## config.mk

```make
export PLATFORM = sky130hd
export DESIGN_NAME = multi_method_rle_decoder
export DESIGN_NICKNAME = d
export VERILOG_FILES = /design/src/rtl/core/mmrle_pkg.sv /design/src/rtl/core/mmrle_btab.sv /design/src/rtl/core/mmrle_ofifo.sv /design/src/rtl/core/multi_method_rle_decoder.sv
export SDC_FILE = /design/constraint.sdc
export NUM_CORES = 2
export LEC_CHECK = 0
export ABC_AREA = 1
export BUFFER_PORTS_ARGS = -buffer_cell sky130_fd_sc_hd__clkbuf_2
export CAP_MARGIN = 20
export CELL_PAD_IN_SITES_DETAIL_PLACEMENT = 0
export CELL_PAD_IN_SITES_GLOBAL_PLACEMENT = 1
export CORE_ASPECT_RATIO = 0.5
export CORE_MARGIN = 5
export CORE_UTILIZATION = 55
export CTS_CLUSTER_SIZE = 16
export DETAILED_ROUTE_END_ITERATION = 7
export PLACE_DENSITY_LB_ADDON = 0.1
export RECOVER_POWER = 100
export SLEW_MARGIN = 25
export SYNTH_ARGS = -nofsm -noshare
export SYNTH_HDL_FRONTEND = slang
export SYNTH_SLANG_ARGS = --single-unit
```

## constraint.sdc

```tcl
create_clock -name clock -period 9.55 [get_ports clock]
set_clock_uncertainty 0.2 [all_clocks]
set_input_delay 1.91 -clock clock [delete_from_list [all_inputs] [get_ports clock]]
set_output_delay 1.91 -clock clock [all_outputs]
set_load 0.005 [all_outputs]
```

## src/rtl/core/mmrle_pkg.sv

```systemverilog
// ----------------------------------------------------------------------------
// mmrle_pkg
// Shared types and constants of the multi-method run-length decoder.
// ----------------------------------------------------------------------------
package mmrle_pkg;

   // decoder phase, one-hot
   typedef enum logic [6:0] {
      PH_METHOD = 7'b0000001,
      PH_FIRST  = 7'b0000010,
      PH_STREAM = 7'b0000100,
      PH_TKEY   = 7'b0001000,
      PH_TVAL   = 7'b0010000,
      PH_VALUE  = 7'b0100000,
      PH_COUNT  = 7'b1000000
   } phase_type;

   // methods
   localparam logic [2:0] M_COPY    = 3'd0;
   localparam logic [2:0] M_NIB_HI  = 3'd1;
   localparam logic [2:0] M_MARK_HI = 3'd2;
   localparam logic [2:0] M_NIB_LO  = 3'd3;
   localparam logic [2:0] M_MARK_LO = 3'd4;
   localparam logic [2:0] M_PAIR    = 3'd5;
   localparam logic [2:0] M_BTAB    = 3'd6;
   localparam logic [2:0] M_ESC     = 3'd7;

   localparam logic [7:0] TABLE_END = 8'hFF;

   // one run word
   typedef struct packed {
      logic [7:0] value;
      logic [8:0] count;
      logic       eoc;
   } run_type;

endpackage

```

## src/rtl/core/mmrle_btab.sv

```systemverilog
// ----------------------------------------------------------------------------
// mmrle_btab
// Byte-keyed table values: 256 x 8 synchronous memory, registered read.
// ----------------------------------------------------------------------------
module mmrle_btab (
   input  logic       clock,
   input  logic       wr_en,
   input  logic [7:0] wr_addr,
   input  logic [7:0] wr_data,
   input  logic       rd_en,
   input  logic [7:0] rd_addr,
   output logic [7:0] rd_data
);

   logic [7:0] mem [256];
   logic [7:0] rd_data_ff;

   always_ff @(posedge clock) begin
      if (wr_en) begin
         mem[wr_addr] <= wr_data;
      end
      // hold the last read until a new one is issued
      if (rd_en) begin
         rd_data_ff <= mem[rd_addr];
      end
   end

   assign rd_data = rd_data_ff;

endmodule

```

## src/rtl/core/mmrle_ofifo.sv

```systemverilog
// ----------------------------------------------------------------------------
// mmrle_ofifo
// Four-entry result queue; takes up to two run words per cycle, gives one.
// ----------------------------------------------------------------------------
module mmrle_ofifo (
   input  logic                clock,
   input  logic                reset,
   input  logic [1:0]          push_cnt,
   input  mmrle_pkg::run_type  push_d0,
   input  mmrle_pkg::run_type  push_d1,
   output logic                room_two,
   output logic [2:0]          fill,
   output logic                rsp_valid,
   input  logic                rsp_ready,
   output mmrle_pkg::run_type  rsp_head
);

   mmrle_pkg::run_type slot_ff [4];
   logic [1:0] wr_ptr_ff, wr_ptr_in;
   logic [1:0] rd_ptr_ff, rd_ptr_in;
   logic [2:0] count_ff, count_in;
   logic       pop;

   assign pop       = rsp_valid & rsp_ready;
   assign wr_ptr_in = wr_ptr_ff + push_cnt;
   assign rd_ptr_in = rd_ptr_ff + {1'b0, pop};
   assign count_in  = count_ff + {1'b0, push_cnt} - {2'b00, pop};

   always_ff @(posedge clock) begin
      if (reset) begin
         wr_ptr_ff <= '0;
         rd_ptr_ff <= '0;
         count_ff  <= '0;
      end else begin
         wr_ptr_ff <= wr_ptr_in;
         rd_ptr_ff <= rd_ptr_in;
         count_ff  <= count_in;
      end
   end

   always_ff @(posedge clock) begin
      if (push_cnt != 2'd0) begin
         slot_ff[wr_ptr_ff] <= push_d0;
      end
      if (push_cnt == 2'd2) begin
         slot_ff[wr_ptr_ff + 2'd1] <= push_d1;
      end
   end

   assign room_two  = (count_ff <= 3'd2);
   assign fill      = count_ff;
   assign rsp_valid = (count_ff != 3'd0);
   assign rsp_head  = slot_ff[rd_ptr_ff];

endmodule

```

## src/rtl/core/multi_method_rle_decoder.sv

```systemverilog
// ----------------------------------------------------------------------------
// multi_method_rle_decoder
// Run-length decoder with eight methods selected by the first chunk byte.
// ----------------------------------------------------------------------------
// Usage:
//   req_ channel carries one chunk byte per word (req_data_byte) with
//   req_last_byte marking the final byte of the chunk. The first byte of a
//   chunk selects the method by its low three bits.
//   rsp_ channel carries runs: rsp_run_value repeated rsp_run_count times;
//   rsp_end_of_chunk marks the last run of a chunk (count 0 on a bare end).
//   Each input word yields zero, one or two runs.
// Throughput: one input word per cycle while req_ready is high. Runs pass a four-entry queue and
//   leave one per cycle; req_ready drops while fewer than two slots are free.
// Output: a run is registered in the queue when its word is accepted and
//   leaves on rsp_ behind any earlier runs. The byte-table value is read from a
//   registered synchronous memory at the key word, used by the following count word.
// Reset: synchronous, active high; the decoder waits for a method byte, the
//   queue empties and all table valid bits clear. Table valid bits clear
//   again on every method byte.
// Stall: when rsp_ready is low, runs collect in the queue and req_ready
//   falls once the queue cannot take two more.
// ----------------------------------------------------------------------------
module multi_method_rle_decoder (
   input  logic       clock,
   input  logic       reset,
   input  logic       req_valid,
   output logic       req_ready,
   input  logic [7:0] req_data_byte,
   input  logic       req_last_byte,
   output logic       rsp_valid,
   input  logic       rsp_ready,
   output logic [7:0] rsp_run_value,
   output logic [8:0] rsp_run_count,
   output logic       rsp_end_of_chunk
);

   mmrle_pkg::phase_type phase_ff, phase_in;
   logic [2:0]  method_ff, method_in;
   logic [7:0]  mark_ff, mark_in;
   logic [7:0]  hbyte_ff, hbyte_in;
   logic        hvalid_ff, hvalid_in;
   logic [7:0]  hkey_ff, hkey_in;
   logic [15:0] ntv_ff, ntv_in;
   logic [7:0]  ntval_ff [16];
   logic        nt_wr;
   logic [3:0]  nt_idx_wr;
   logic        nclosed_ff, nclosed_in;
   logic [255:0] btv_ff, btv_in;

   logic        accept;
   logic        bt_wr, bt_rd;
   logic [7:0]  bt_rdata;
   logic        do_stream;
   logic [1:0]  k;
   mmrle_pkg::run_type res [2];
   logic [2:0]  q_fill;

   logic [7:0]  b;
   logic        last;
   logic [3:0]  s_idx;
   logic [8:0]  s_cnt;
   logic        hit;
   logic        key_ok;
   logic [3:0]  key_idx;

   assign accept = req_valid & req_ready;
   assign b      = req_data_byte;
   assign last   = req_last_byte;

   // --- decode of one word ---
   always_comb begin
      phase_in   = phase_ff;
      method_in  = method_ff;
      mark_in    = mark_ff;
      hbyte_in   = hbyte_ff;
      hvalid_in  = hvalid_ff;
      hkey_in    = hkey_ff;
      ntv_in     = ntv_ff;
      nclosed_in = nclosed_ff;
      btv_in     = btv_ff;
      nt_wr      = 1'b0;
      nt_idx_wr  = '0;
      bt_wr      = 1'b0;
      bt_rd      = 1'b0;
      do_stream  = 1'b0;
      k          = 2'd0;
      res[0]     = '0;
      res[1]     = '0;
      s_idx      = '0;
      s_cnt      = '0;
      hit        = 1'b0;
      key_ok     = 1'b0;
      key_idx    = '0;

      case (phase_ff)
         mmrle_pkg::PH_METHOD: begin
            method_in  = b[2:0];
            ntv_in     = '0;
            btv_in     = '0;
            nclosed_in = 1'b0;
            hvalid_in  = 1'b0;
            case (b[2:0])
               mmrle_pkg::M_NIB_HI, mmrle_pkg::M_NIB_LO, mmrle_pkg::M_BTAB:
                  phase_in = mmrle_pkg::PH_TKEY;
               mmrle_pkg::M_MARK_HI, mmrle_pkg::M_MARK_LO, mmrle_pkg::M_ESC:
                  phase_in = mmrle_pkg::PH_FIRST;
               default:
                  phase_in = mmrle_pkg::PH_STREAM;
            endcase
         end
         mmrle_pkg::PH_FIRST: begin
            mark_in  = b;
            phase_in = mmrle_pkg::PH_STREAM;
         end
         mmrle_pkg::PH_TKEY: begin
            if (method_ff == mmrle_pkg::M_BTAB) begin
               if (last) begin
                  phase_in  = mmrle_pkg::PH_STREAM;
                  do_stream = 1'b1;
               end else begin
                  hkey_in  = b;
                  phase_in = mmrle_pkg::PH_TVAL;
               end
            end else if (b == mmrle_pkg::TABLE_END) begin
               phase_in = mmrle_pkg::PH_STREAM;
            end else begin
               hkey_in  = b;
               phase_in = mmrle_pkg::PH_TVAL;
            end
         end
         mmrle_pkg::PH_TVAL: begin
            if (method_ff == mmrle_pkg::M_BTAB) begin
               if (hkey_ff == mmrle_pkg::TABLE_END && b == mmrle_pkg::TABLE_END) begin
                  phase_in = mmrle_pkg::PH_STREAM;
               end else begin
                  bt_wr           = 1'b1;
                  btv_in[hkey_ff] = 1'b1;
                  phase_in        = mmrle_pkg::PH_TKEY;
               end
            end else if (b == mmrle_pkg::TABLE_END) begin
               phase_in = mmrle_pkg::PH_STREAM;
            end else begin
               phase_in = mmrle_pkg::PH_TKEY;
               if (method_ff == mmrle_pkg::M_NIB_HI) begin
                  key_ok  = (hkey_ff[3:0] == 4'h0);
                  key_idx = hkey_ff[7:4];
               end else begin
                  key_ok  = (hkey_ff[7:4] == 4'h0);
                  key_idx = hkey_ff[3:0];
               end
               if (!nclosed_ff) begin
                  if (!key_ok) begin
                     nclosed_in = 1'b1;
                  end else if (!ntv_ff[key_idx]) begin
                     // first entry wins
                     ntv_in[key_idx] = 1'b1;
                     nt_wr           = 1'b1;
                     nt_idx_wr       = key_idx;
                  end
               end
            end
         end
         mmrle_pkg::PH_VALUE: begin
            if (method_ff == mmrle_pkg::M_ESC) begin
               hbyte_in = b;
               phase_in = mmrle_pkg::PH_COUNT;
            end else begin
               res[0].value = b;
               if (method_ff == mmrle_pkg::M_MARK_HI) begin
                  res[0].count = {5'd0, hbyte_ff[3:0]} + 9'd3;
               end else begin
                  res[0].count = {5'd0, hbyte_ff[7:4]} + 9'd3;
               end
               k        = 2'd1;
               phase_in = mmrle_pkg::PH_STREAM;
            end
         end
         mmrle_pkg::PH_COUNT: begin
            if (method_ff == mmrle_pkg::M_ESC) begin
               res[0].value = hbyte_ff;
               res[0].count = {1'b0, b} + 9'd3;
            end else if (method_ff == mmrle_pkg::M_BTAB) begin
               res[0].value = bt_rdata;
               res[0].count = {1'b0, b} + 9'd2;
            end else begin
               res[0].value = hbyte_ff;
               res[0].count = {1'b0, b} + 9'd2;
               hvalid_in    = 1'b0;
            end
            k        = 2'd1;
            phase_in = mmrle_pkg::PH_STREAM;
         end
         default: begin
            do_stream = 1'b1;
         end
      endcase

      // stream byte of the current method
      if (do_stream) begin
         case (method_ff)
            mmrle_pkg::M_NIB_HI, mmrle_pkg::M_NIB_LO: begin
               if (method_ff == mmrle_pkg::M_NIB_HI) begin
                  s_idx = b[7:4];
                  s_cnt = {5'd0, b[3:0]} + 9'd2;
               end else begin
                  s_idx = b[3:0];
                  s_cnt = {5'd0, b[7:4]} + 9'd2;
               end
               if (ntv_ff[s_idx]) begin
                  res[0].value = ntval_ff[s_idx];
                  res[0].count = s_cnt;
               end else begin
                  res[0].value = b;
                  res[0].count = 9'd1;
               end
               k = 2'd1;
            end
            mmrle_pkg::M_MARK_HI, mmrle_pkg::M_MARK_LO: begin
               if (method_ff == mmrle_pkg::M_MARK_HI) begin
                  hit = ({b[7:4], 4'h0} == mark_ff);
               end else begin
                  hit = ({4'h0, b[3:0]} == mark_ff);
               end
               if (hit) begin
                  hbyte_in = b;
                  phase_in = mmrle_pkg::PH_VALUE;
               end else begin
                  res[0].value = b;
                  res[0].count = 9'd1;
                  k            = 2'd1;
               end
            end
            mmrle_pkg::M_PAIR: begin
               if (!hvalid_ff) begin
                  hbyte_in  = b;
                  hvalid_in = 1'b1;
               end else if (b == hbyte_ff) begin
                  phase_in = mmrle_pkg::PH_COUNT;
               end else begin
                  res[0].value = hbyte_ff;
                  res[0].count = 9'd1;
                  k            = 2'd1;
                  hbyte_in     = b;
               end
            end
            mmrle_pkg::M_BTAB: begin
               if (btv_ff[b]) begin
                  // fetch the value now; the count word uses it
                  hkey_in  = b;
                  bt_rd    = 1'b1;
                  phase_in = mmrle_pkg::PH_COUNT;
               end else begin
                  res[0].value = b;
                  res[0].count = 9'd1;
                  k            = 2'd1;
               end
            end
            mmrle_pkg::M_ESC: begin
               if (b == mark_ff) begin
                  phase_in = mmrle_pkg::PH_VALUE;
               end else begin
                  res[0].value = b;
                  res[0].count = 9'd1;
                  k            = 2'd1;
               end
            end
            default: begin
               res[0].value = b;
               res[0].count = 9'd1;
               k            = 2'd1;
            end
         endcase
      end

      // chunk end: flush a lone pair byte, then mark the last run
      if (last) begin
         if (method_in == mmrle_pkg::M_PAIR && hvalid_in &&
             phase_in != mmrle_pkg::PH_METHOD) begin
            res[k[0]].value = hbyte_in;
            res[k[0]].count = 9'd1;
            k               = k + 2'd1;
         end
         if (k == 2'd0) begin
            res[0] = '0;
            k      = 2'd1;
         end
         res[k[0] ^ 1'b1].eoc = 1'b1;
         phase_in  = mmrle_pkg::PH_METHOD;
         hvalid_in = 1'b0;
      end
   end

   // --- state registers ---
   always_ff @(posedge clock) begin
      if (reset) begin
         phase_ff   <= mmrle_pkg::PH_METHOD;
         method_ff  <= '0;
         mark_ff    <= '0;
         hbyte_ff   <= '0;
         hvalid_ff  <= 1'b0;
         hkey_ff    <= '0;
         ntv_ff     <= '0;
         nclosed_ff <= 1'b0;
         btv_ff     <= '0;
      end else if (accept) begin
         phase_ff   <= phase_in;
         method_ff  <= method_in;
         mark_ff    <= mark_in;
         hbyte_ff   <= hbyte_in;
         hvalid_ff  <= hvalid_in;
         hkey_ff    <= hkey_in;
         ntv_ff     <= ntv_in;
         nclosed_ff <= nclosed_in;
         btv_ff     <= btv_in;
      end
   end

   // nibble table values, no reset
   always_ff @(posedge clock) begin
      if (accept && nt_wr) begin
         ntval_ff[nt_idx_wr] <= b;
      end
   end

   mmrle_btab u_btab (
      .clock   (clock),
      .wr_en   (accept & bt_wr),
      .wr_addr (hkey_ff),
      .wr_data (b),
      .rd_en   (accept & bt_rd),
      .rd_addr (b),
      .rd_data (bt_rdata)
   );

   mmrle_pkg::run_type head;

   mmrle_ofifo u_ofifo (
      .clock     (clock),
      .reset     (reset),
      .push_cnt  (accept ? k : 2'd0),
      .push_d0   (res[0]),
      .push_d1   (res[1]),
      .room_two  (req_ready),
      .fill      (q_fill),
      .rsp_valid (rsp_valid),
      .rsp_ready (rsp_ready),
      .rsp_head  (head)
   );

   assign rsp_run_value    = head.value;
   assign rsp_run_count    = head.count;
   assign rsp_end_of_chunk = head.eoc;

   // --- checks ---
   a_fill_bound: assert property (@(posedge clock) disable iff (reset)
      q_fill <= 3'd4)
      else $error("result queue overfilled");

   a_last_gives_run: assert property (@(posedge clock) disable iff (reset)
      (accept && req_last_byte) |-> (k != 2'd0))
      else $error("chunk end produced no run");

   a_method_leaves: assert property (@(posedge clock) disable iff (reset)
      (accept && phase_ff == mmrle_pkg::PH_METHOD && !req_last_byte)
      |=> (phase_ff != mmrle_pkg::PH_METHOD))
      else $error("method byte did not advance the decoder");

   a_last_to_method: assert property (@(posedge clock) disable iff (reset)
      (accept && req_last_byte) |=> (phase_ff == mmrle_pkg::PH_METHOD))
      else $error("decoder did not return to method phase after chunk end");

endmodule

```

==> impl_results.html <==
<table>
<tr><th>Metric</th><th>Value</th></tr>
<tr><th colspan="2">Worst setup path</th></tr>
<tr><td>Cell family with most CP delay</td><td>buffers and inverters</td></tr>
<tr><td>Startpoint Class</td><td>input port</td></tr>
<tr><td>Type of destination of the critical path</td><td>flip-flop</td></tr>
<tr><td>Endpoint required time on the critical path</td><td>10.01 ns</td></tr>
<tr><td>Crit path cell chain</td><td>buf_8, clkbuf_1, clkbuf_1, a21oi_1, nand3_1, nand3_1, a31oi_1, a311oi_1, a21oi_1</td></tr>
<tr><td>Crit path kind</td><td>input port to flip-flop</td></tr>
<tr><td>Cell with the biggest individual delay on the critical path</td><td>sky130_fd_sc_hd__clkbuf_1</td></tr>
<tr><td>Worst reg2reg path startpoint</td><td>method_ff[1]</td></tr>
<tr><td>Buffers and inverters on the worst path</td><td>3</td></tr>
<tr><td>Longest individual stage delay on the worst path</td><td>2.23 ns</td></tr>
<tr><td>Start point of the critical path</td><td>req_data_byte[4]</td></tr>
<tr><td>Critical path fanouts, max</td><td>73</td></tr>
<tr><td>Arrival time at the worst endpoint</td><td>8.35 ns</td></tr>
<tr><th colspan="2">Route</th></tr>
<tr><td>WL final</td><td>315000 um</td></tr>
<tr><td>DRC violation count after routing</td><td>0</td></tr>
<tr><td>Wire length per cell after detailed routing</td><td>26.0 um</td></tr>
<tr><td>Highest routed metal layer</td><td>met5</td></tr>
<tr><td>Via count of the routed design</td><td>75609</td></tr>
<tr><td>Detail Route met2 WL</td><td>138000 um</td></tr>
<tr><td>Met3 wire length</td><td>31800 um</td></tr>
<tr><td>Via count normalized by instance count</td><td>6.24</td></tr>
<tr><td>Metal-1 WL</td><td>138000 um</td></tr>
<tr><td>DRT antenna net count</td><td>0</td></tr>
<tr><td>DRT iter0 DRCs</td><td>10012</td></tr>
<tr><td>DR pass1 iterations</td><td>6</td></tr>
<tr><th colspan="2">Run status</th></tr>
<tr><td>Run status</td><td>finished, violations left</td></tr>
<tr><td>Violations in the final reports</td><td>capacitance limit, slew limit</td></tr>
<tr><th colspan="2">Placement</th></tr>
<tr><td>Instance area after placement</td><td>110000 sq um</td></tr>
<tr><td>Dpl ws</td><td>2.59 ns</td></tr>
<tr><td>PortBufs</td><td>32</td></tr>
<tr><td>RePlAce Congestion</td><td>0.848</td></tr>
<tr><td>Half-perimeter wire length after placement</td><td>180000 um</td></tr>
<tr><td>Number of cells after detailed placement</td><td>11710</td></tr>
<tr><th colspan="2">STA</th></tr>
<tr><td>Setup repair after global routing missed its margin</td><td>no</td></tr>
<tr><td>Achievable clock frequency</td><td>127 MHz</td></tr>
<tr><td># setup viols final</td><td>0</td></tr>
<tr><td>Worst-case setup margin in the final layout</td><td>1.66 ns</td></tr>
<tr><td>Final hold slack</td><td>0.255 ns</td></tr>
<tr><td>Crit share post-route</td><td>82.7%</td></tr>
<tr><td>Slew at the pin with the worst max-slew slack</td><td>4.05 ns</td></tr>
<tr><td>Worst slew margin relative to its limit</td><td>-170%</td></tr>
<tr><td>Hold violation count in the final report</td><td>0</td></tr>
<tr><td>Total Neg Setup Slack</td><td>0 ns</td></tr>
<tr><td>Final-report max-slew violation count</td><td>2071</td></tr>
<tr><td>Tmin final</td><td>7.89 ns</td></tr>
<tr><th colspan="2">Hold path</th></tr>
<tr><td>Path type of the worst min-delay path</td><td>flip-flop to flip-flop</td></tr>
<tr><td>Min-Delay Startpoint</td><td>btv_ff[228]</td></tr>
<tr><th colspan="2">Yosys</th></tr>
<tr><td>Ys Warns</td><td>0</td></tr>
<tr><td>Synthesized instance count</td><td>9391</td></tr>
<tr><td>Combinational family with the most area after synthesis</td><td>compound AO/OA/AOI/OAI gates</td></tr>
<tr><td>Fraction of the mapped netlist area in compound gates</td><td>13.1%</td></tr>
<tr><td>Flip-flop cell with the highest count after synthesis</td><td>sky130_fd_sc_hd__edfxtp_1</td></tr>
<tr><td>Post-synthesis xor/xnor area fraction</td><td>0.0906%</td></tr>
<tr><td>Number of flops mapped to enable cells by yosys</td><td>2256</td></tr>
<tr><td>Proportion of synthesized chip area in sequential cells</td><td>69.7%</td></tr>
<tr><td>Count of different cell masters after synthesis</td><td>61</td></tr>
<tr><td>Synth Register Bits</td><td>2571</td></tr>
<tr><td>Simple logic cell fraction of the synthesized area</td><td>12.8%</td></tr>
<tr><td>Adder-cell share of the synthesized area</td><td>0.195%</td></tr>
<tr><td>Portion of netlist area occupied by mux cells</td><td>0%</td></tr>
<tr><td>Area of the mapped netlist</td><td>106000 sq um</td></tr>
<tr><td>Mean Syn Cell Area</td><td>11.3 sq um</td></tr>
<tr><td>Net count of the mapped netlist</td><td>9420</td></tr>
<tr><td>Share of async-settable or async-resettable flops after synthesis</td><td>0%</td></tr>
<tr><th colspan="2">Clocking</th></tr>
<tr><td>Resize count post-CTS</td><td>0</td></tr>
<tr><td>Num CTS Buffers</td><td>225</td></tr>
<tr><td>Library cell used as clock root buffer</td><td>sky130_fd_sc_hd__clkbuf_16</td></tr>
<tr><td>Hold buffer count at cts</td><td>0</td></tr>
<tr><td>Post-CTS setup-driven buffer insertion count</td><td>0</td></tr>
<tr><td>Number of levels the H-tree was split into</td><td>4</td></tr>
<tr><td>TritonCTS clock tree</td><td>built</td></tr>
<tr><td>Clock net sink count</td><td>2571</td></tr>
<tr><td>Clock buffer depth</td><td>4</td></tr>
<tr><td>Clock Latency Late Sink</td><td>0.87 ns</td></tr>
<tr><td>Reg clk slew, reported paths</td><td>0.06 ns</td></tr>
<tr><th colspan="2">Power and ir drop</th></tr>
<tr><td>LEAKAGE</td><td>37.4 nW</td></tr>
<tr><td>Power density normalized to cell area</td><td>208 nW/um^2</td></tr>
<tr><td>Peak supply drop</td><td>0.154 mV</td></tr>
<tr><th colspan="2">Floorplanning</th></tr>
<tr><td>Die area</td><td>203000 sq um</td></tr>
<tr><td>Row Count</td><td>114</td></tr>
<tr><td>Initial standard-cell utilization of the core</td><td>55.2%</td></tr>
<tr><td>Placeable core region</td><td>193000 sq um</td></tr>
<tr><td>DIE WIDTH</td><td>632 um</td></tr>
<tr><td>Top Ports</td><td>33</td></tr>
<tr><td>Die Ht</td><td>321 um</td></tr>
<tr><th colspan="2">Layout</th></tr>
<tr><td>Top library cells by usage in the layout, fill and taps aside</td><td>2256 x sky130_fd_sc_hd__edfxtp_1, 1261 x sky130_fd_sc_hd__nor2_1, 1183 x sky130_fd_sc_hd__o21ai_0</td></tr>
<tr><td>Final Net Count</td><td>9357</td></tr>
<tr><td>Fill cells</td><td>15771</td></tr>
<tr><td>Share of layout cells above drive strength 1</td><td>5.80%</td></tr>
<tr><td>Most frequent standard cell in the layout excluding fill and tap cells</td><td>sky130_fd_sc_hd__edfxtp_1</td></tr>
<tr><td>Number of standard cells in the layout, taps in and fillers out</td><td>12121</td></tr>
<tr><td>Layout-stage area growth over the synthesis result</td><td>9.44%</td></tr>
<tr><td>Post-route standard cell area excluding fillers</td><td>116000 sq um</td></tr>
<tr><th colspan="2">Global route</th></tr>
<tr><td>Maximum number of pins on one net before global-route repair</td><td>216</td></tr>
<tr><td>Global route total overflow</td><td>0</td></tr>
<tr><td>Antenna violations before repair</td><td>21</td></tr>
<tr><td>All-Layer GR Usage</td><td>30.3%</td></tr>
<tr><td>Global-route wire length before repair</td><td>464000 um</td></tr>
<tr><td>Number of global-route vias before repair</td><td>69417</td></tr>
<tr><th colspan="2">Run</th></tr>
<tr><td>Number of maximum-capacitance violations</td><td>46</td></tr>
</table>
[report_power, final]
group | switching, mW | total [mW] | internal (mW) | leakage, nW
Clock | 4.12 | 9.09 | 4.97 | 3.51
Combinational | 2.14 | 2.76 | 0.625 | 11.0
Sequential | 0.0442 | 12.3 | 12.3 | 22.8
[sequential cells by signal, indices dropped and copies added, names as in the netlist, 2 cells and up]
| signal | flops |
|---|---|
| btv_ff | 256 |
| hbyte_ff | 8 |
| hkey_ff | 8 |
| mark_ff | 8 |
| method_ff | 3 |
| ntv_ff | 16 |
| ntval_ff | 128 |
| phase_ff | 7 |
| u_btab.mem | 2048 |
| u_btab.rd_data | 8 |
| u_ofifo.fill | 3 |
| u_ofifo.rd_ptr_ff | 2 |
| u_ofifo.slot_ff | 72 |
| u_ofifo.wr_ptr_ff | 2 |
[final cells by class]
| type | count | area (sq um) | share of cell area, % |
|---|---|---|---|
| flip-flops and latches | 2571 | 74100 | 63.7 |
| well taps | 2610 | 3270 | 2.81 |
| inverters | 430 | 1650 | 1.42 |
| multi-input cells | 5682 | 27900 | 23.9 |
| clock buffers | 294 | 6140 | 5.27 |
| clock inverters | 111 | 972 | 0.836 |
| repair buffers | 418 | 2400 | 2.06 |
| diodes | 5 | 12.5 | 0.0108 |
[Yosys cell counts (7+ instances only)]
cell type | count | area share (%)
sky130_fd_sc_hd__edfxtp_1 | 2256 | 64
sky130_fd_sc_hd__nor2_1 | 1279 | 4.5
sky130_fd_sc_hd__o21ai_0 | 1174 | 5.5
sky130_fd_sc_hd__nand2_1 | 986 | 3.5
sky130_fd_sc_hd__nand3_1 | 620 | 2.9
sky130_fd_sc_hd__clkbuf_1 | 575 | 2.0
sky130_fd_sc_hd__inv_1 | 408 | 1.4
sky130_fd_sc_hd__a21oi_1 | 384 | 1.8
sky130_fd_sc_hd__o22ai_1 | 347 | 2.0
sky130_fd_sc_hd__dfxtp_1 | 315 | 5.9
sky130_fd_sc_hd__nor3_1 | 285 | 1.3
sky130_fd_sc_hd__o221ai_1 | 203 | 1.7
sky130_fd_sc_hd__a31oi_1 | 115 | 0.68
sky130_fd_sc_hd__o211ai_1 | 114 | 0.81
sky130_fd_sc_hd__buf_2 | 83 | 0.39
sky130_fd_sc_hd__nand4_1 | 43 | 0.25
sky130_fd_sc_hd__buf_1 | 32 | 0.11
sky130_fd_sc_hd__inv_2 | 16 | 0.056
sky130_fd_sc_hd__buf_4 | 15 | 0.11
sky130_fd_sc_hd__ha_1 | 15 | 0.18
sky130_fd_sc_hd__o21ai_2 | 13 | 0.11
sky130_fd_sc_hd__o31ai_1 | 8 | 0.056
sky130_fd_sc_hd__xor2_1 | 7 | 0.058
[tightest hold or removal path, cell delays in order (launching register included)]
cell	delay [ns]
sky130_fd_sc_hd__dfxtp_1	0.30
sky130_fd_sc_hd__inv_1	0.06
sky130_fd_sc_hd__a21oi_1	0.06
[path summary, 6_finish.rpt]
path,slack [ns],cells after the start,endpoint
worst max-delay path,1.66,9,u_btab.rd_data[4]
worst min-delay path,0.25,2,btv_ff[228]
worst max register to register,3.70,16,u_ofifo.slot_ff[2][6]
worst min register to register,0.25,2,btv_ff[228]
[kinds of logic (layout without fill, tap and decap cells)]
| group | after synthesis | in the layout |
|---|---|---|
| AOI/OAI and AO/OA | 2404 | 2404 |
| xor gates and xnor gates | 11 | 11 |
| adders and majority gates | 16 | 16 |
| buffers and inverters | 1138 | 1253 |
| DFF | 2571 | 2571 |
| other | 0 | 5 |
| and+or+nand+nor | 3251 | 3251 |
[metrics by stage]
stage                     util [%]  power [mW]
after global placement        57.3        15.3
after floorplan                  -        14.2
after detailed placement      57.3        15.3
after global routing          60.4        25.0
after CTS                     61.0        24.3
final                         60.4        24.2
[metal layers]
metal | global-route usage, % | up-vias
li1 | - | 34074
met1 | 46.9 | 37501
met2 | 45.0 | 3602
met3 | 5.68 | 428
met4 | 6.62 | 4
met5 | 0 | -
Note: power is estimated with default switching activity, not from simulation.
